## config.mk

```make
export PLATFORM = sky130hd
export DESIGN_NAME = locbc_queue
export DESIGN_NICKNAME = d
export VERILOG_FILES = /design/src/hw/rtl/assert_macros.svh /design/src/hw/rtl/locbc_pkg.sv /design/src/hw/rtl/locbc_queue.sv
export SDC_FILE = /design/constraint.sdc
export NUM_CORES = 1
export LEC_CHECK = 0
export BUFFER_PORTS_ARGS = -buffer_cell sky130_fd_sc_hd__buf_2
export CORE_MARGIN = 2
export CORE_UTILIZATION = 55
export CTS_BUF_LIST = sky130_fd_sc_hd__clkbuf_4
export CTS_CLUSTER_DIAMETER = 200
export DETAILED_ROUTE_END_ITERATION = 10
export GPL_TIMING_DRIVEN = 0
export PLACE_DENSITY = 0.77
export SLEW_MARGIN = 20
export SYNTH_ARGS = -nofsm -noshare
export SYNTH_HDL_FRONTEND = slang
export SYNTH_SLANG_ARGS = --single-unit
```

## constraint.sdc

```tcl
create_clock -name clock -period 9.6 [get_ports clock]
set_input_delay 1.92 -clock clock [delete_from_list [all_inputs] [get_ports clock]]
set_output_delay 1.92 -clock clock [all_outputs]
set_load 0.02 [all_outputs]
```

## src/hw/rtl/assert_macros.svh

```systemverilog
// Assertion helpers for the RTL.
`ifndef ASSERT_MACROS_SVH
`define ASSERT_MACROS_SVH

// Property that must hold on every clock edge outside reset.
`define ASSERT_CLK(label, clk, rst, prop, msg) \
   label: assert property (@(posedge clk) disable iff (rst) (prop)) else $error(msg);

// Property checked during reset too.
`define ASSERT_ALWAYS(label, clk, prop, msg) \
   label: assert property (@(posedge clk) (prop)) else $error(msg);

`endif

```

## src/hw/rtl/locbc_pkg.sv

```systemverilog
package locbc_pkg;

   localparam int TABLE_ENTRIES = 64;
   localparam int SLOT_W = $clog2(TABLE_ENTRIES);
   localparam int CNT_W = $clog2(TABLE_ENTRIES + 1);
   localparam int MAX_LEN_BYTES = 4;

   localparam logic [7:0] TAG_SEQUENCE = 8'h30;
   localparam logic [7:0] TAG_INTEGER = 8'h02;
   localparam logic [7:0] TAG_OCTETS = 8'h04;
   localparam logic [7:0] OP_BIND = 8'h60;
   localparam logic [7:0] OP_SEARCH = 8'h63;
   localparam logic [7:0] OP_SEARCH_REF = 8'h73;
   localparam logic [7:0] LEN_LONG = 8'h80;
   localparam logic [7:0] LEN_MASK = 8'h7f;

   localparam logic [15:0] PORT_PRIMARY_RESET = 16'd389;
   localparam logic [15:0] PORT_CATALOG_RESET = 16'd3268;

   localparam logic CSR_PRIMARY = 1'b0;
   localparam logic CSR_CATALOG = 1'b1;

   localparam logic [1:0] KIND_NONE = 2'd0;
   localparam logic [1:0] KIND_BIND = 2'd1;
   localparam logic [1:0] KIND_SEARCH = 2'd2;
   localparam logic [1:0] KIND_REF = 2'd3;

   // One job from the parser to the table engine.
   typedef struct packed {
      logic        clear;
      logic        valid_op;
      logic [1:0]  kind;
      logic        anon;
      logic [31:0] client;
      logic [31:0] now;
   } job_type;

   localparam int JOB_W = $bits(job_type);
   localparam int QUEUE_DEPTH = 4;
   localparam int QPTR_W = $clog2(QUEUE_DEPTH);

endpackage

```

## src/hw/rtl/locbc_queue.sv

```systemverilog
module locbc_queue import locbc_pkg::*; (
   input  logic    clock,
   input  logic    reset,
   input  logic    push_valid,
   output logic    push_ready,
   input  job_type push_data,
   output logic    pop_valid,
   input  logic    pop_ready,
   output job_type pop_data
);

   job_type              mem_ff [QUEUE_DEPTH];
   logic [QPTR_W-1:0]    wr_ff, rd_ff;
   logic [QPTR_W:0]      cnt_ff;
   logic                 push, pop;

   assign push_ready = cnt_ff != (QPTR_W + 1)'(QUEUE_DEPTH);
   assign pop_valid = cnt_ff != '0;
   assign pop_data = mem_ff[rd_ff];
   assign push = push_valid && push_ready;
   assign pop = pop_valid && pop_ready;

   always_ff @(posedge clock) begin
      if (push) mem_ff[wr_ff] <= push_data;
      if (reset) begin
         wr_ff <= '0;
         rd_ff <= '0;
         cnt_ff <= '0;
      end else begin
         if (push) wr_ff <= wr_ff + 1'b1;
         if (pop) rd_ff <= rd_ff + 1'b1;
         cnt_ff <= cnt_ff + (QPTR_W + 1)'(push) - (QPTR_W + 1)'(pop);
      end
   end

endmodule

```

==> Word-level counts from Yosys, hierarchy flattened <==
Memories as Yosys holds them, arrays and structs flattened. A register that Yosys moved wholly into a read port is not among the register bits.
Cells that the tools add are included.
{ "classes": {"addsub": 4, "n_eq_ne": 1, "n_mux": 4, "n_reduce_logical": 3} }
{ "ops": {"columns": ["op", "count"], "rows": [
  ["2-bit by 1-bit adder with 2-bit output, second input constant", 2],
  ["2-bit 2-to-1 mux", 2],
  ["3-bit by 1-bit adder with 3-bit output", 1],
  ["3-bit != test, second input constant", 1],
  ["3-bit nonzero test", 1],
  ["3-bit by 1-bit subtractor with 3-bit output", 1],
  ["1-bit logical AND", 2],
  ["1-bit 2-to-1 mux", 2]
]} }
{ "totals": {"regBits": 7, "ramBits": 276, "output_inout_bits": 71, "wordCells": 16, "n_memories": 1} }
{ "mem_list": {"columns": ["memory", "depth", "width", "read_ports", "rd_ports_with_merged_regs", "write_ports", "line_no", "rtl"], "rows": [
  ["mem_ff", 4, 69, 1, 1, 1, "locbc_queue.sv:12", "job_type mem_ff [QUEUE_DEPTH];"]
]} }

==> Longest topological paths before layout <==
{ "logic_depth": {"depth_word": 4, "depth_mapped": 11, "ltp_nobuf": 11} }

==> Least setup slack after synthesis <==
Ideal clock, no wire load.
{ "synth_timing": {"path_type": "in2reg", "startpoint": "input push_valid", "endpoint": "memory mem_ff[0][0] (netlist name) (enable)", "setup_ns": 0.435, "arrival_ns": 3.951, "required_time_ns": 9.165, "setup_slack_ns": 5.215, "stages": 2, "cell_sequence": "a21boi_1 -> and2_1"} }
{ "synth_between": {"elab_chain_cells": 3} }
{ "synth_lines": {"columns": ["element", "line_no", "rtl"], "rows": [
  ["from (decl)", "locbc_queue.sv:4", "input logic push_valid,"],
  ["1-bit logical AND", "locbc_queue.sv:20", "assign push = push_valid && push_ready;"],
  ["1-bit 2-to-1 mux", "locbc_queue.sv:24", "if (push) mem_ff[wr_ff] <= push_data;"],
  ["1-bit 2-to-1 mux (not written as such)", "locbc_queue.sv:24", null],
  ["to (decl)", "locbc_queue.sv:12", null]
]} }
Every way passes these cells.

==> reports/results.ini <==
[run_status]
outcome = completed

[power_and_ir_drop]
p_total_uw = 3340
power_per_cell_area_nw_per_um2 = 271
p_leak_uw = 0.00425
irDropWorstVdd_mv = 0.200

[final_layout]
instances_no_fill = 902
drive_above_1_share = 0.494
final.fill_count = 1271
fin_nets = 708
areaGrowthSynthToFinish_pct = 18.2
mostFrequentLayoutCells = 276 x edfxtp_1, 145 x buf_2, 95 x clkbuf_4
final_common_cell = edfxtp_1

[routing]
totalWireLength_mm = 18.6
vias = 5018
post_drt_wl_per_cell_um = 20.6
drtIter0Drc = 270
dr.pass1.iters = 4
ant_nets = 0
avgViaCountPerCell = 5.56
drc = 0

[setup_path]
cp_cell_sequence = buf_2 -> buf_2 -> buf_2 -> mux4_2 -> buf_2
critical-path-slowest-cell = mux4_2
cp.required_ns = 7.68
reg2reg_to = cnt_ff[2]
path_class = flop to output port
cp_slowest_stage_delay_ns = 0.35
crit_path_end_kind = output port
r2r_cells = 11
critPathMostFrequentCell = buf_2
rrSetupSlack_ns = 6.96
start_kind = flop
crit_path_max_fanout = 10
rr_startpoint = cnt_ff[1]
arrival_ns = 2.29

[grt]
antenna_found_initial = 2
grt_pass1_vias = 5493
grt_usage = 0.192
grt_max_degree = 42
grt-ovfl-total = 0
grt_pass1_wl_mm = 28.8

[sta]
setup-violations-final = 0
rsz0062_at_grt = no
finalClockSkew_ns = 0.0262
drv_slew = 0
timing.fmax_mhz = 238
max_slew_margin = 0.547
tightest_slew_ns = 0.680
setup_ws_ns = 5.39
post-route-period-util = 0.438
finalHoldViolations = 0
finalSetupTns_ns = 0
layout_min_cycle_time_ns = 4.21

[synth]
ys_ff_latch = 285
synth_cell_types = 25
ys_seq_area_frac = 0.812
synthXorXnorAreaFrac = 0.00252
syn_avg_cell_area_um2 = 25.4
synth_top_family_by_area = multiplexers
synthCells = 410
ys_warn_count = 0
synth_simple_gate_area_frac = 0.00912
synth-compound-area-share = 0.00240
syn_area_um2 = 10400
yosys.area_share.adder = 0.00912
synth.area.mux_share = 0.151
synth_nets = 490

[cts]
cts.sinks = 285
cts.clk_slew.worst_paths_ns = 0.06
cts.hold.buffers_added = 0
cts_made_buffers = 70
clock_latency_ns = 0.64
cts_max_path_buffers = 3
cts_root_buffer = clkbuf_4
cts_resized = 0
cts_tree = yes
htree_levels = 3
cts_setup_buffers = 0

[floorplan]
io-pin-count = 144
core_um2 = 18600
fp-row-count = 50
die_width_um = 142
die_area_um2 = 20100
die_height_um = 142
initial_core_util = 0.559

[placed_design]
detailed_place_hpwl_mm = 11.1
numPortBuffers = 142
dp.cells = 790
gp_congestion = 0.717
dp_slack_ns = 5.48

[hold_path]
hold_class = flop to flop
min_from = wr_ff[1]
min_to = wr_ff[1]
hold-path-cell-count = 2

[flow_run]
maxCapViolCount = 0

-- worst max path at each step --
stage,start,end,slack [ns]
floorplan,push_valid,mem_ff[0][0],5.21
finish,flop,pop_data[57],5.39
global placement,push_valid,mem_ff[0][6],3.85
CTS,flop,pop_data[29],5.29
global route,flop,pop_data[37],5.25
detailed placement,push_valid,cnt_ff[2],5.48
-- area by class of cell --
| class | instances | area [um^2] | area share |
|---|---|---|---|
| diodes | 4 | 10.0 | 0.000812 |
| plain buffers | 17 | 126 | 0.0103 |
| clock buffers | 95 | 713 | 0.0579 |
| clock inverters | 13 | 50.0 | 0.00406 |
| inverters | 5 | 18.8 | 0.00152 |
| multi-input cells | 103 | 1830 | 0.148 |
| flip-flops and latches | 285 | 8470 | 0.687 |
| well taps | 234 | 293 | 0.0238 |
| repair buffers | 146 | 821 | 0.0666 |
-- worst max-delay path, delay by kind of cell, from the launching register on --
family	cells	cell delay [ns]
buffers and inverters	4	1.00
multiplexers	1	0.35
flip-flops	1	0.31
-- state kept, by name, summed over array words and instances, names as in the netlist, named ones only --
signal	flops
mem_ff	276
wr_ff	2
rd_ff	2
cnt_ff	3
-- power breakdown --
group | switching [uW] | leakage [uW] | internal [uW] | total (uW)
combinational | 517 | 0.00119 | 387 | 903
sequential | 38.9 | 0.00260 | 1520 | 1560
clock | 426 | 0.000462 | 452 | 877
-- layer usage --
layer  wire length, um  vias up  global-route usage
met5                 0        -                   0
met3              1370       34              0.0550
met2              9490      200               0.318
li1                  -     2227                   -
met4               360        0              0.0816
met1              7410     2557               0.240
-- stage by stage --
stage | hold WS (ns) | cell area (um^2) | utilization
final | 0.532 | 12300 | 0.661
after global routing | 0.579 | 12300 | 0.661
after CTS | 0.539 | 12300 | 0.661
after detailed placement | 0.518 | 11600 | 0.620
after global placement | 0.490 | 11400 | 0.613
after floorplan | 0.482 | 10400 | -
-- Yosys cell counts (all sizes together) --
cell,count,area (um^2)
nand2b,2,12.5
o311ai,1,8.76
edfxtp,276,8290
fa,1,20.0
inv,5,18.8
or3,1,6.26
and2,5,31.3
a21boi,1,7.51
nor3,1,5.00
nor2,8,30.0
nor2b,1,6.26
xor2,2,17.5
mux2,1,11.3
xnor2,1,8.76
clkbuf,6,22.5
mux2i,1,10.0
buf,11,104
ha,6,75.1
dfxtp,9,180
nand2,1,3.75
o31a,1,8.76
mux4,69,1550
-- cells by family after synthesis --
logic type | after synthesis
XOR/XNOR | 3
multiplexers | 71
buffers and inverters | 22
adder cells (fa/ha/maj) | 7
flip-flops | 285
AO/OA/AOI/OAI | 3
AND/OR/NAND/NOR | 19
Note: power is estimated with default switching activity, not from simulation.
