==> src/hw/rtl/assert_macros.svh <==
// Assertion helpers for the RTL.
`ifndef ASSERT_MACROS_SVH
`define ASSERT_MACROS_SVH

// Property that must hold on every clock edge outside reset.
`define ASSERT_CLK(label, clk, rst, prop, msg) \
   label: assert property (@(posedge clk) disable iff (rst) (prop)) else $error(msg);

// Property checked during reset too.
`define ASSERT_ALWAYS(label, clk, prop, msg) \
   label: assert property (@(posedge clk) (prop)) else $error(msg);

`endif

==> src/hw/rtl/locbc_pkg.sv <==
package locbc_pkg;

   localparam int TABLE_ENTRIES = 64;
   localparam int SLOT_W = $clog2(TABLE_ENTRIES);
   localparam int CNT_W = $clog2(TABLE_ENTRIES + 1);
   localparam int MAX_LEN_BYTES = 4;

   localparam logic [7:0] TAG_SEQUENCE = 8'h30;
   localparam logic [7:0] TAG_INTEGER = 8'h02;
   localparam logic [7:0] TAG_OCTETS = 8'h04;
   localparam logic [7:0] OP_BIND = 8'h60;
   localparam logic [7:0] OP_SEARCH = 8'h63;
   localparam logic [7:0] OP_SEARCH_REF = 8'h73;
   localparam logic [7:0] LEN_LONG = 8'h80;
   localparam logic [7:0] LEN_MASK = 8'h7f;

   localparam logic [15:0] PORT_PRIMARY_RESET = 16'd389;
   localparam logic [15:0] PORT_CATALOG_RESET = 16'd3268;

   localparam logic CSR_PRIMARY = 1'b0;
   localparam logic CSR_CATALOG = 1'b1;

   localparam logic [1:0] KIND_NONE = 2'd0;
   localparam logic [1:0] KIND_BIND = 2'd1;
   localparam logic [1:0] KIND_SEARCH = 2'd2;
   localparam logic [1:0] KIND_REF = 2'd3;

   // One job from the parser to the table engine.
   typedef struct packed {
      logic        clear;
      logic        valid_op;
      logic [1:0]  kind;
      logic        anon;
      logic [31:0] client;
      logic [31:0] now;
   } job_type;

   localparam int JOB_W = $bits(job_type);
   localparam int QUEUE_DEPTH = 4;
   localparam int QPTR_W = $clog2(QUEUE_DEPTH);

endpackage

==> src/hw/rtl/locbc_parser.sv <==
module locbc_parser import locbc_pkg::*; (
   input  logic        clock,
   input  logic        reset,
   input  logic        in_valid,
   output logic        in_ready,
   input  logic        func,
   input  logic [7:0]  payload_byte,
   input  logic        packet_last,
   input  logic [31:0] source_address,
   input  logic [31:0] dest_address,
   input  logic [15:0] source_port,
   input  logic [15:0] dest_port,
   input  logic [31:0] now_seconds,
   input  logic [15:0] port_primary,
   input  logic [15:0] port_catalog,
   output logic        job_valid,
   input  logic        job_ready,
   output job_type     job
);

   typedef enum logic [3:0] {
      S_OUTER_TAG, S_OUTER_LEN, S_MID_TAG, S_MID_LEN, S_OP_TAG, S_OP_LEN,
      S_VER_TAG, S_VER_LEN, S_NAME_TAG, S_NAME_LEN, S_DONE, S_FAIL
   } stage_type;

   stage_type   stage_ff, stage_in;
   logic [31:0] offset_ff, offset_in;
   logic [31:0] acc_ff, acc_in;
   logic [2:0]  left_ff, left_in;
   logic [7:0]  tag_ff, tag_in;
   logic [33:0] end_ff, end_in;
   logic [33:0] wait_ff, wait_in;
   logic        empty_ff, empty_in;

   // Length byte decode: len_fail on a malformed length, len_done when complete, else more bytes follow.
   logic        len_fail, len_done;
   logic [31:0] len_val;
   logic [2:0]  len_left_nx;
   logic [33:0] pos;
   logic [33:0] name_pos;
   logic        accept, is_server_d, is_server_s, good;

   assign in_ready = job_ready;
   assign accept = in_valid && in_ready;
   assign pos = {2'b00, offset_ff};

   always_comb begin
      len_fail = 1'b0;
      len_done = 1'b0;
      len_val = acc_ff;
      len_left_nx = left_ff;
      if (left_ff == 3'd0) begin
         if (payload_byte < LEN_LONG) begin
            len_val = {24'd0, payload_byte};
            len_done = 1'b1;
         end else if ((payload_byte & LEN_MASK) == 8'd0 ||
                      (payload_byte & LEN_MASK) > 8'(MAX_LEN_BYTES)) begin
            len_fail = 1'b1;
         end else begin
            len_left_nx = payload_byte[2:0];
            len_val = 32'd0;
         end
      end else begin
         len_val = {acc_ff[23:0], payload_byte};
         len_left_nx = left_ff - 3'd1;
         if (len_left_nx == 3'd0) begin
            if (len_val[31]) len_fail = 1'b1;
            else len_done = 1'b1;
         end
      end
   end

   assign name_pos = pos + 34'd1 + {2'b00, len_val};

   always_comb begin
      stage_in = stage_ff;
      acc_in = len_val;
      left_in = len_left_nx;
      tag_in = tag_ff;
      end_in = end_ff;
      wait_in = wait_ff;
      empty_in = empty_ff;
      case (stage_ff)
         S_OUTER_TAG: begin
            acc_in = acc_ff;
            left_in = 3'd0;
            stage_in = (payload_byte == TAG_SEQUENCE) ? S_OUTER_LEN : S_FAIL;
         end
         S_OUTER_LEN: begin
            if (len_fail) begin stage_in = S_FAIL; left_in = 3'd0; end
            else if (len_done) begin stage_in = S_MID_TAG; left_in = 3'd0; end
         end
         S_MID_TAG: begin
            acc_in = acc_ff;
            left_in = 3'd0;
            stage_in = (payload_byte == TAG_INTEGER) ? S_MID_LEN : S_FAIL;
         end
         S_MID_LEN: begin
            if (len_fail) begin stage_in = S_FAIL; left_in = 3'd0; end
            else if (len_done) begin
               wait_in = name_pos;
               stage_in = S_OP_TAG;
               left_in = 3'd0;
            end
         end
         S_OP_TAG: begin
            acc_in = acc_ff;
            left_in = left_ff;
            if (pos == wait_ff) begin
               left_in = 3'd0;
               if (payload_byte == OP_BIND || payload_byte == OP_SEARCH ||
                   payload_byte == OP_SEARCH_REF) begin
                  tag_in = payload_byte;
                  stage_in = S_OP_LEN;
               end else stage_in = S_FAIL;
            end
         end
         S_OP_LEN: begin
            if (len_fail) begin stage_in = S_FAIL; left_in = 3'd0; end
            else if (len_done) begin
               end_in = name_pos;
               left_in = 3'd0;
               stage_in = (tag_ff != OP_BIND || len_val < 32'd5) ? S_DONE : S_VER_TAG;
            end
         end
         S_VER_TAG: begin
            acc_in = acc_ff;
            left_in = 3'd0;
            stage_in = (payload_byte == TAG_INTEGER) ? S_VER_LEN : S_DONE;
         end
         S_VER_LEN: begin
            if (pos >= end_ff) begin
               acc_in = acc_ff; left_in = 3'd0; stage_in = S_DONE;
            end else if (len_fail) begin stage_in = S_DONE; left_in = 3'd0; end
            else if (len_done) begin
               left_in = 3'd0;
               if (name_pos + 34'd2 > end_ff) stage_in = S_DONE;
               else begin wait_in = name_pos; stage_in = S_NAME_TAG; end
            end
         end
         S_NAME_TAG: begin
            acc_in = acc_ff;
            left_in = left_ff;
            if (pos == wait_ff) begin
               left_in = 3'd0;
               stage_in = (payload_byte == TAG_OCTETS) ? S_NAME_LEN : S_DONE;
            end
         end
         S_NAME_LEN: begin
            if (pos >= end_ff) begin
               acc_in = acc_ff; left_in = 3'd0; stage_in = S_DONE;
            end else if (len_fail) begin stage_in = S_DONE; left_in = 3'd0; end
            else if (len_done) begin
               empty_in = (len_val == 32'd0);
               left_in = 3'd0;
               stage_in = S_DONE;
            end
         end
         default: begin
            acc_in = acc_ff;
            left_in = left_ff;
         end
      endcase
      offset_in = (offset_ff == 32'hffff_ffff) ? offset_ff : offset_ff + 32'd1;
   end

   assign is_server_d = dest_port == port_primary || dest_port == port_catalog;
   assign is_server_s = source_port == port_primary || source_port == port_catalog;
   assign good = stage_in >= S_VER_TAG && stage_in <= S_DONE &&
                 (is_server_d || is_server_s);

   always_comb begin
      job.clear = func;
      job.valid_op = !func && good;
      job.kind = (tag_in == OP_BIND) ? KIND_BIND :
                 (tag_in == OP_SEARCH) ? KIND_SEARCH : KIND_REF;
      job.anon = empty_in && (end_in <= {2'b00, offset_in});
      job.client = is_server_d ? source_address : dest_address;
      job.now = now_seconds;
      job_valid = in_valid && (func || packet_last);
   end

   always_ff @(posedge clock) begin
      if (reset) begin
         stage_ff <= S_OUTER_TAG;
         offset_ff <= 32'd0;
         acc_ff <= 32'd0;
         left_ff <= 3'd0;
         tag_ff <= 8'd0;
         end_ff <= 34'd0;
         wait_ff <= 34'd0;
         empty_ff <= 1'b0;
      end else if (accept && !func) begin
         if (packet_last) begin
            stage_ff <= S_OUTER_TAG;
            offset_ff <= 32'd0;
            acc_ff <= 32'd0;
            left_ff <= 3'd0;
            tag_ff <= 8'd0;
            end_ff <= 34'd0;
            wait_ff <= 34'd0;
            empty_ff <= 1'b0;
         end else begin
            stage_ff <= stage_in;
            offset_ff <= offset_in;
            acc_ff <= acc_in;
            left_ff <= left_in;
            tag_ff <= tag_in;
            end_ff <= end_in;
            wait_ff <= wait_in;
            empty_ff <= empty_in;
         end
      end
   end

endmodule

==> config.mk <==
export PLATFORM = sky130hd
export DESIGN_NAME = locbc_parser
export DESIGN_NICKNAME = d
export VERILOG_FILES = /design/src/hw/rtl/assert_macros.svh /design/src/hw/rtl/locbc_pkg.sv /design/src/hw/rtl/locbc_parser.sv
export SDC_FILE = /design/constraint.sdc
export NUM_CORES = 1
export LEC_CHECK = 0
export ABC_AREA = 1
export ABC_CLOCK_PERIOD_IN_PS = 11800
export BUFFER_PORTS_ARGS = -buffer_cell sky130_fd_sc_hd__buf_4
export CORE_MARGIN = 3
export CORE_UTILIZATION = 36
export DETAILED_ROUTE_END_ITERATION = 12
export PLACE_DENSITY = 0.53
export SLEW_MARGIN = 20
export SYNTH_ARGS = -nofsm -noshare
export SYNTH_HDL_FRONTEND = slang
export SYNTH_SLANG_ARGS = --single-unit
export TNS_END_PERCENT = 30
==> constraint.sdc <==
create_clock -name clock -period 11.8 [get_ports clock]
set_input_delay 1.18 -clock clock [delete_from_list [all_inputs] [get_ports clock]]
set_output_delay 1.18 -clock clock [all_outputs]
set_load 0.02 [all_outputs]
# After elaboration in Yosys (flattened, before gate mapping)
# Cells that the tools add are included.
[classes]
n_reduce_logical = 31
magnitude_cmp = 8
n_eq_ne = 32
n_addsub = 5
mux = 73
[ops]
columns = ["cell", "n"]
rows = [
  ["$mux W34", 11],
  ["$mux W32", 8],
  ["$mux W4", 20],
  ["$pmux W34 S2", 1],
  ["$eq A16 B16 Y1", 4],
  ["$pmux W32 S2", 1],
  ["$eq A8 B7 Y1 const B", 5],
  ["$pmux W4 S10", 1],
  ["$add A33 B32 Y34", 1],
  ["$add A34 B2 Y34 const B", 1],
  ["$eq A32 B34 Y1", 1],
  ["$ge A32 B34 Y1", 1],
  ["$gt A34 B34 Y1", 1],
  ["$le A34 B32 Y1", 1],
  ["$add A32 B1 Y33 const B", 1],
  ["$add A32 B1 Y32 const B", 1],
  ["$eq A32 B32 Y1 const B", 1],
  ["$logic_not A32 Y1", 1],
  ["$lt A32 B3 Y1 const B", 1],
  ["$mux W8", 4],
  ["$mux W3", 8],
  ["$ne A3 B3 Y1 const B", 7],
  ["$eq A4 B3 Y1 const B", 4],
  ["$mux W1", 15],
  ["other kinds (27)", 49],
]
[word_totals]
inputBits = 174
wordCells = 157
out_inout_bits = 71
ff_bits = 148

# Longest topological paths before layout
# Gate-level depths: netlist of run 1.
[logic_depth]
ltp_word = 17
depth_mapped = 46

# Worst setup path before layout of run 1
# Ideal clock, no wire load.
[synth_timing]
kind = "input to output"
startpoint = "in payload_byte[2]"
endpoint = "out job[67] (netlist bit)"
cell_stages = 38
t_arrival_ps = 5880
setup_slack_ps = 4740
path_cell_list = "inv_1 > nand2_1 > nand2_1 > nand3_1 > buf_2 > nand3_1 > nand2_1 > inv_1 > ha_1 > fa_1 > xnor2_1 > ha_1 > inv_1 > nor3_4 > nand3_1 > nor2_2 > nand4_1 > nor2_1 > [2 not listed] > nand2_1 > nand2_1 > inv_1 > ha_1 > nand2_1 > nor2_1 > nand2_1 > nor2_1 > nand4_1 > nand3_1 > nand3_1 > a21oi_1 > nor2_1 > nor2_1 > nand3_1 > nand2_1 > nand2_1 > nor2_1"
[synth_lines]
columns = ["element", "line", "text"]
rows = [
  ["start: declaration", "locbc_parser.sv:7", "input logic [7:0] payload_byte,"],
  ["end: declaration", "locbc_parser.sv:18", "output job_type job"],
]

==> metrics, run 1 <==
status=finished clean; worst slew pin tran=1.15 ns; Total Power=1240 uW; dpl hpwl=49,800 um; critical path fanouts, max=37; final hold slack=0.465 ns; first-pass GRT wire length=93,800 um; Total GRT Usage=26.4%; Post-synth EDFFs=0; Util after Layout=42.0%; Final ANT Viol Nets=0; part of the power in combinational logic=13.9%; top-count cell post-synth=nand2_1; max frequency=107 MHz; CP top delay family=simple AND/OR/NAND/NOR gates; Vias/cell=5.24; drt initial violations=1,669; NumNets Final=3,049; number of global-route vias before repair=15,900; library cells used by synthesis=50; leading area contributor after synthesis=nand2_1; Post-Layout Cell Count=3,328; cells resized by post-CTS repair=0; Max IR drop VDD=100 uV; Cell Area, Synth=15,600 sq um; critical path class=register to primary output; pin count of the biggest net entering global routing=77; die height=214 um; CP max stage cell=nor4_1; Worst path max stage delay=0.95 ns; CP Capture Type=primary output; clock root buffer master=clkbuf_16; H-tree Lvls=4; Yosys top cell area share=20.0%; max-cap violations=0; port bufs=180; skew final=0.0136 ns; antenna violations before repair=0; Hold-fix buffers, CTS=0; clock latency on the worst-skew pair=0.47 ns; row count=75; Pwr Density=69.5 nW/um^2; data arrival time of the critical path=8.18 ns; CP Data Required Time=10.62 ns; Post-CTS Setup Inserts=0; Die W=214 um; via count=17,500; share of cells above drive strength 1=9.81%; syn nets=2,952; clock buffer depth=2; Leak=0.00820 uW; type of the most critical hold path=register to register; final hold vios=0; Initial Util=36.9%; Cells after Synth=2,641; Top Ports=245; Avg Synthesized Cell Area=5.92 sq um; # setup viols final=0; minimum clock period after layout=9.36 ns; dpl cells=3,296; drt pass-1 iters=6; DRC violations left=0; clock network power share=46.0%; antenna cells=0; asr flop ratio synth=0%; sw frac=30.1%; #FFs+latches synth=147; Post-Route WL=63,000 um; core area=42,400 sq um; top post-synthesis cells by area=nand2_1, dfxtp_1, ha_1; sequential power share=40.2%; list of most frequent post-synthesis cells=nand2_1, inv_1, nor2_1; crit start category=register; TritonCTS clock tree=built; Critical path buffers and inverters=7; Switch Pwr=373 uW; Primary FF master, synth=dfxtp_1; Pins Over Slew Limit=0; GPL Wtd Cong=0.946; grt total ovfl=0; Relative slew margins=22.9%; Final period util=79.3%; sequential fraction of the synthesis area=18.8%; clk slew on worst S/H paths=0.06 ns; Num CTS Buffers=17; die area=46,000 sq um; Synthesis Warnings=0; setup tns final=0 ns; unrepaired setup endpoints after global routing=no; Wirelength per Cell=18.9 um; area grow syn2layout=14.1%; P_int=867 uW; Sink Count=147
[flip-flops by register name, indices dropped and copies added (netlist names)]
register / cells
stage_ff: 4
end_ff: 34
left_ff: 3
offset_ff: 32
empty_ff: 1
wait_ff: 33
tag_ff: 8
acc_ff: 32
[layout by cell type, fill, tap and decap left out, types with 5 or more instances in the layout]
cell	synthesis	final
nor4_1	23	23
dfxtp_1	147	147
buf_4	34	193
or2_2	5	5
nor3_1	43	43
a21oi_1	240	240
nand4_1	91	91
nor2_2	7	8
inv_1	315	315
xor2_1	100	100
nand2_1	832	832
nand3b_1	9	9
a21o_1	8	8
ha_1	136	136
o21a_1	5	5
xnor2_1	24	24
o21bai_1	7	7
nand2_2	6	6
o21ai_0	90	90
nor2_1	267	265
nand3_1	108	107
a22oi_1	9	9
clkbuf_16	0	17
[routing by layer]
| metal | routed length (um) | track usage, % |
|---|---|---|
| met5 | 0 | 0 |
| met4 | 2640 | 11.4 |
| met3 | 4520 | 5.21 |
| met2 | 28200 | 42.6 |
| met1 | 27600 | 34.4 |
[power by group through the flow]
stage               clock network (uW)  registers (uW)  logic [uW]
floorplan                            0             509         102
global placement                     0             510         170
detailed placement                   0             510         171
CTS                                581             498         172
global route                       601             498         186
finish                             570             498         172
[per-stage QoR]
stage	worst slack, ns	area (sq um)
after CTS	2.71	17800
after detailed placement	2.91	17200
final	2.44	17800
after global routing	1.91	17800
after global placement	2.96	17200
after floorplan	4.74	15600
[cell families after synthesis]
logic type / count (synthesis) / share of synthesized area [%]
adder cells (fa/ha/maj): 137 / 11.0
AO/OA/AOI/OAI: 384 / 13.2
XOR/XNOR: 127 / 7.26
AND/OR/NAND/NOR: 1412 / 38.4
buffers and inverters: 434 / 11.4
flip-flops: 147 / 18.8
[worst register-to-register path: cells and delay by family, from the launching register on]
family,cells,cell delay [ns]
AOI/OAI and AO/OA,1,0.09
xor gates and xnor gates,1,0.52
adders and majority gates,5,1.29
buffers and inverters,7,1.08
DFF,1,0.32
and+or+nand+nor,16,5.34
[layout make-up]
class	instances	area (sq um)
Clock buffer	18	439
Clock inverter	14	143
Fill cell	4684	24600
Inverter	319	1200
Multi-Input combinational cell	2060	10900
Sequential cell	147	2940
Tap cell	577	722
Timing Repair Buffer	193	1450
[worst paths after layout]
check                                 from          end  slack (ns)  depth (start not counted)
worst max-delay path            left_ff[0]      job[67]        2.44                         33
worst min-delay path             tag_ff[1]    tag_ff[1]        0.47                          2
worst max register to register  left_ff[0]  wait_ff[22]        3.01                         30
worst min register to register   tag_ff[1]    tag_ff[1]        0.47                          2
Note: power is estimated with default switching activity, not from simulation.
==> run 2, diff against run 1 <==
--- a/config.mk
+++ b/config.mk
@@ -6,7 +6,7 @@
 export NUM_CORES = 1
 export LEC_CHECK = 0
 export ABC_AREA = 1
-export ABC_CLOCK_PERIOD_IN_PS = 11800
+export ABC_CLOCK_PERIOD_IN_PS = 9700
 export BUFFER_PORTS_ARGS = -buffer_cell sky130_fd_sc_hd__buf_4
 export CORE_MARGIN = 3
 export CORE_UTILIZATION = 36
==> constraint.sdc (replaced) <==
create_clock -name clock -period 9.7 [get_ports clock]
set_input_delay 0.97 -clock clock [delete_from_list [all_inputs] [get_ports clock]]
set_output_delay 0.97 -clock clock [all_outputs]
set_load 0.02 [all_outputs]
==> metrics, run 2 (synthesis gave the netlist of run 1 again) <==
Pwr Density=82.9 nW/um^2; dpl hpwl=48,800 um; worst slew pin tran=1.02 ns; drt initial violations=1,519; cells resized by post-CTS repair=0; Initial Util=36.9%; worst setup margin=0.897 ns; Vias/cell=5.31; Top Ports=245; Worst path max stage delay=0.74 ns; max FFs per register=34; Wirelength per Cell=18.7 um; Die W=214 um; via count=17,700; NumNets Final=3,051; clock root buffer master=clkbuf_16; GPL Wtd Cong=0.964; antenna violations before repair=0; Final period util=90.8%; grt total ovfl=0; die height=214 um; area grow syn2layout=14.0%; dpl ws=1.37 ns; port bufs=180; Post-CTS Setup Inserts=0; DRC violations left=0; Relative slew margins=31.2%; first-pass GRT wire length=95,500 um; # setup viols final=0; critical path fanouts, max=37; critical path class=register to primary output; CP top delay family=simple AND/OR/NAND/NOR gates; data arrival time of the critical path=7.83 ns; CP Capture Type=primary output; clock buffer depth=2; CP Data Required Time=8.73 ns; Max IR drop VDD=111 uV; post-route cell area=17,800 sq um; number of global-route vias before repair=16,700; H-tree Lvls=4; Biggest register=end_ff; final hold vios=0; minimum clock period after layout=8.80 ns; Critical path buffers and inverters=6; crit start category=register; pin count of the biggest net entering global routing=77; clk slew on worst S/H paths=0.06 ns; CP max stage cell=nor2_4; core area=42,400 sq um; antenna cells=0; Hold-fix buffers, CTS=0; Post-Route WL=62,200 um; Cell Area, Placed=17,300 sq um; max frequency=114 MHz; largest registers=end_ff x34, wait_ff x33; unrepaired setup endpoints after global routing=no; type of the most critical hold path=register to register; Num CTS Buffers=17; skew final=0.0153 ns; most frequent cells in the layout=nand2_1, inv_1, nor2_1, a21oi_1, buf_4; Leak=0.00819 uW; Sink Count=147; crit-path most repeated cell=nand2_1; share of cells above drive strength 1=9.77%; Total GRT Usage=26.3%; status=finished clean; max-cap violations=0; leading cell type in the layout, fill and taps excluded=nand2_1; row count=75; Pins Over Slew Limit=0; Final ANT Viol Nets=0; TritonCTS clock tree=built; setup tns final=0 ns; clock latency on the worst-skew pair=0.45 ns; drt pass-1 iters=5; die area=46,000 sq um
-- run 2: changes by cell type in the layout (fill, tap and decap cells not counted), sizes merged --
cell      change
clkbuf        +3
clkinvlp      +1
buf           +2
clkinv        +1
inv           -6
-- run 2: worst min-delay path, stage by stage, from the launching register on --
cell     delay (ns)
dfxtp_1        0.31
nand2_1        0.06
a21oi_1        0.05
-- run 2: power breakdown --
part	internal, uW	total (uW)	leakage (uW)	switching (uW)
sequential	604	606	0.00118	1.81
clock	367	662	0.000258	295
combinational	83.6	210	0.00675	127
total	1060	1480	0.00819	423
-- run 2: metrics by stage --
stage | power (uW) | utilization [%] | hold slack [ns] | instances
after global routing | 1540 | 42.0 | 0.481 | 3329
after CTS | 1490 | 42.0 | 0.466 | 3329
final | 1480 | 42.0 | 0.463 | 3329
after detailed placement | 829 | 40.7 | 0.456 | 3298
after global placement | 827 | 40.7 | 0.450 | 3298
after floorplan | 742 | - | 0.440 | 2641
-- run 2: layout make-up --
class                           count  area, sq um
Fill cell                        4591        24600
Clock inverter                     10          103
Inverter                          319         1200
Timing Repair Buffer              195         1460
Tap cell                          577          722
Clock buffer                       21          460
Multi-Input combinational cell   2060        10900
Sequential cell                   147         2940
-- run 2: path summary, 6_finish.rpt --
check / slack (ns) / cells after the start / end / start
setup / recovery: 0.90 / 39 / job[67] / left_ff[0]
hold / removal: 0.46 / 2 / left_ff[1] / left_ff[1]
setup reg to reg: 2.10 / 29 / wait_ff[23] / left_ff[0]
hold reg to reg: 0.46 / 2 / left_ff[1] / left_ff[1]
-- run 2: routing by layer --
layer | track usage, % | share of wire [%] | vias to the layer above
met4 | 7.65 | 2.6 | 0
li1 | - | - | 8747
met3 | 4.51 | 7.3 | 85
met5 | 0 | 0 | -
met2 | 43.4 | 45 | 749
met1 | 35.3 | 45 | 8080
==> run 3, diff against run 2 <==
--- a/config.mk
+++ b/config.mk
@@ -5,7 +5,7 @@
 export SDC_FILE = /design/constraint.sdc
 export NUM_CORES = 1
 export LEC_CHECK = 0
-export ABC_AREA = 1
+export ABC_AREA = 0
 export ABC_CLOCK_PERIOD_IN_PS = 9700
 export BUFFER_PORTS_ARGS = -buffer_cell sky130_fd_sc_hd__buf_4
 export CORE_MARGIN = 3
==> metrics, run 3 <==
mux cell area share after synthesis=2.96%; Synthesis Warnings=0; worst r2r path cells=28; # setup viols final=0; Vias/cell=5.71; clock root buffer master=clkbuf_16; top post-synthesis cells by area=dfxtp_1, ha_1, xor2_1; Final ANT Viol Nets=0; worst slew pin tran=1.07 ns; via count=13,900; antenna violations before repair=0; area grow syn2layout=16.2%; leading area contributor after synthesis=dfxtp_1; Cell Area, Synth=13,900 sq um; grt total ovfl=0; final hold vios=0; row count=71; Pwr Density=94.6 nW/um^2; largest registers=end_ff x34, wait_ff x33; asr flop ratio synth=0%; Hold-fix buffers, CTS=0; number of global-route vias before repair=13,300; final hold slack=0.465 ns; share of cells above drive strength 1=16.1%; status=finished clean; Sink Count=147; die height=202 um; Top Ports=245; DRC violations left=0; CP Data Required Time=8.73 ns; port bufs=180; drt initial violations=1,399; max FFs per register=34; sequential fraction of the synthesis area=21.2%; Crit path depth=27; first-pass GRT wire length=81,200 um; clk slew on worst S/H paths=0.06 ns; Cells after Synth=1,822; TritonCTS clock tree=built; drt pass-1 iters=7; top-count cell post-synth=nand2_1; Post-CTS Setup Inserts=0; #FFs+latches synth=147; max-cap violations=0; Avg Synthesized Cell Area=7.61 sq um; leading cell type in the layout, fill and taps excluded=buf_4; Total GRT Usage=25.8%; Util after Layout=42.6%; Max IR drop VDD=87.9 uV; largest family of logic cells by synthesized area=compound AO/OA/AOI/OAI gates; clock latency on the worst-skew pair=0.45 ns; Worst path max stage delay=0.46 ns; Die W=202 um; Worst Setup SP=payload_byte[0]; syn nets=2,133; Leak=0.00655 uW; critical path class=input port to primary output; most frequent cells in the layout=buf_4, nand2_1, nor2_1, dfxtp_1, o21ai_0; data arrival time of the critical path=8.20 ns; Synth Area in Compound Gates=23.4%; minimum clock period after layout=9.17 ns; Relative slew margins=28.5%; Final period util=94.5%; H-tree Lvls=4; Primary FF master, synth=dfxtp_1; core area=37,800 sq um; post-synthesis xor/xnor area fraction=11.5%; r2r setup slk=1.91 ns; pin count of the biggest net entering global routing=70; CP Capture Type=primary output; CP max stage cell=a311o_2; worst setup margin=0.535 ns; library cells used by synthesis=78; dpl ws=0.213 ns; NumNets Final=2,230; GPL Wtd Cong=0.969; Yosys top cell area share=21.2%; cells resized by post-CTS repair=0; Post-synth EDFFs=0; unrepaired setup endpoints after global routing=no; CP top delay family=compound AO/OA/AOI/OAI gates; type of the most critical hold path=register to register; Crit Reg-Reg Startpoint=left_ff[1]; Biggest register=end_ff; Num CTS Buffers=17; crit start category=input port; setup tns final=0 ns; Critical Path End=job[67]; dpl hpwl=42,300 um; critical path fanouts, max=12; clock buffer depth=2; die area=40,900 sq um; Simple-Gate Fraction of Synth Area=22.0%; Wirelength per Cell=22.2 um; Hold Path Origin=tag_ff[7]; Synth Area in Adders=12.4%; critical register-to-register path endpoint=wait_ff[3]; antenna cells=0; Post-Route WL=54,200 um; max frequency=109 MHz; list of most frequent post-synthesis cells=nand2_1, nor2_1, dfxtp_1; Critical path buffers and inverters=2; Initial Util=36.6%; Pins Over Slew Limit=0; skew final=0.0132 ns
-- run 3: how the worst min path moves through the flow --
stage                              to  slack (ns)  cells after the start
final                       tag_ff[7]        0.47                      1
after CTS                   tag_ff[7]        0.47                      1
after global placement      tag_ff[7]        0.44                      1
after detailed placement    tag_ff[7]        0.44                      1
after floorplan           wait_ff[32]        0.43                      2
after global routing        tag_ff[5]        0.48                      1
-- run 3: final cells by class --
| cell class | instances | area [sq um] |
|---|---|---|
| Multi-Input combinational cell | 1476 | 10100 |
| Timing Repair Buffer | 210 | 1580 |
| Tap cell | 511 | 639 |
| Sequential cell | 147 | 2940 |
| Clock buffer | 21 | 470 |
| Inverter | 67 | 251 |
| Fill cell | 3930 | 21700 |
| Clock inverter | 9 | 129 |
-- run 3: kinds of logic after synthesis --
family	count (synthesis)
adder cells (fa/ha/maj)	137
buffers and inverters	199
AND/OR/NAND/NOR	624
AO/OA/AOI/OAI	496
flip-flops	147
XOR/XNOR	182
multiplexers	37
-- run 3: worst reg2reg max path, delay by kind of cell (launching register included) --
kind	cells	cell delay, ns
fa+ha+maj	4	1.20
simple gates	12	2.86
compound gates	9	2.79
buf+inv	2	0.38
xor+xnor	1	0.14
flops	1	0.31
-- run 3: power breakdown --
part	switching (uW)	internal, uW
Combinational	117	91.4
Sequential	2.03	604
Clock	288	422
Total	407	1120
-- run 3: routing by layer --
metal / global-route usage, % / part of all wire [%]
met5: 0 / 0
met4: 10.4 / 3.9
met3: 5.07 / 6.7
met2: 43.6 / 48
met1: 32.4 / 42
-- run 3: per-stage QoR --
step / power (uW) / cell area [sq um] / instances
finish: 1520 / 16100 / 2441
global route: 1570 / 16100 / 2441
CTS: 1530 / 16100 / 2441
detailed placement: 826 / 15500 / 2411
global placement: 825 / 15500 / 2411
floorplan: 735 / 13900 / 1822
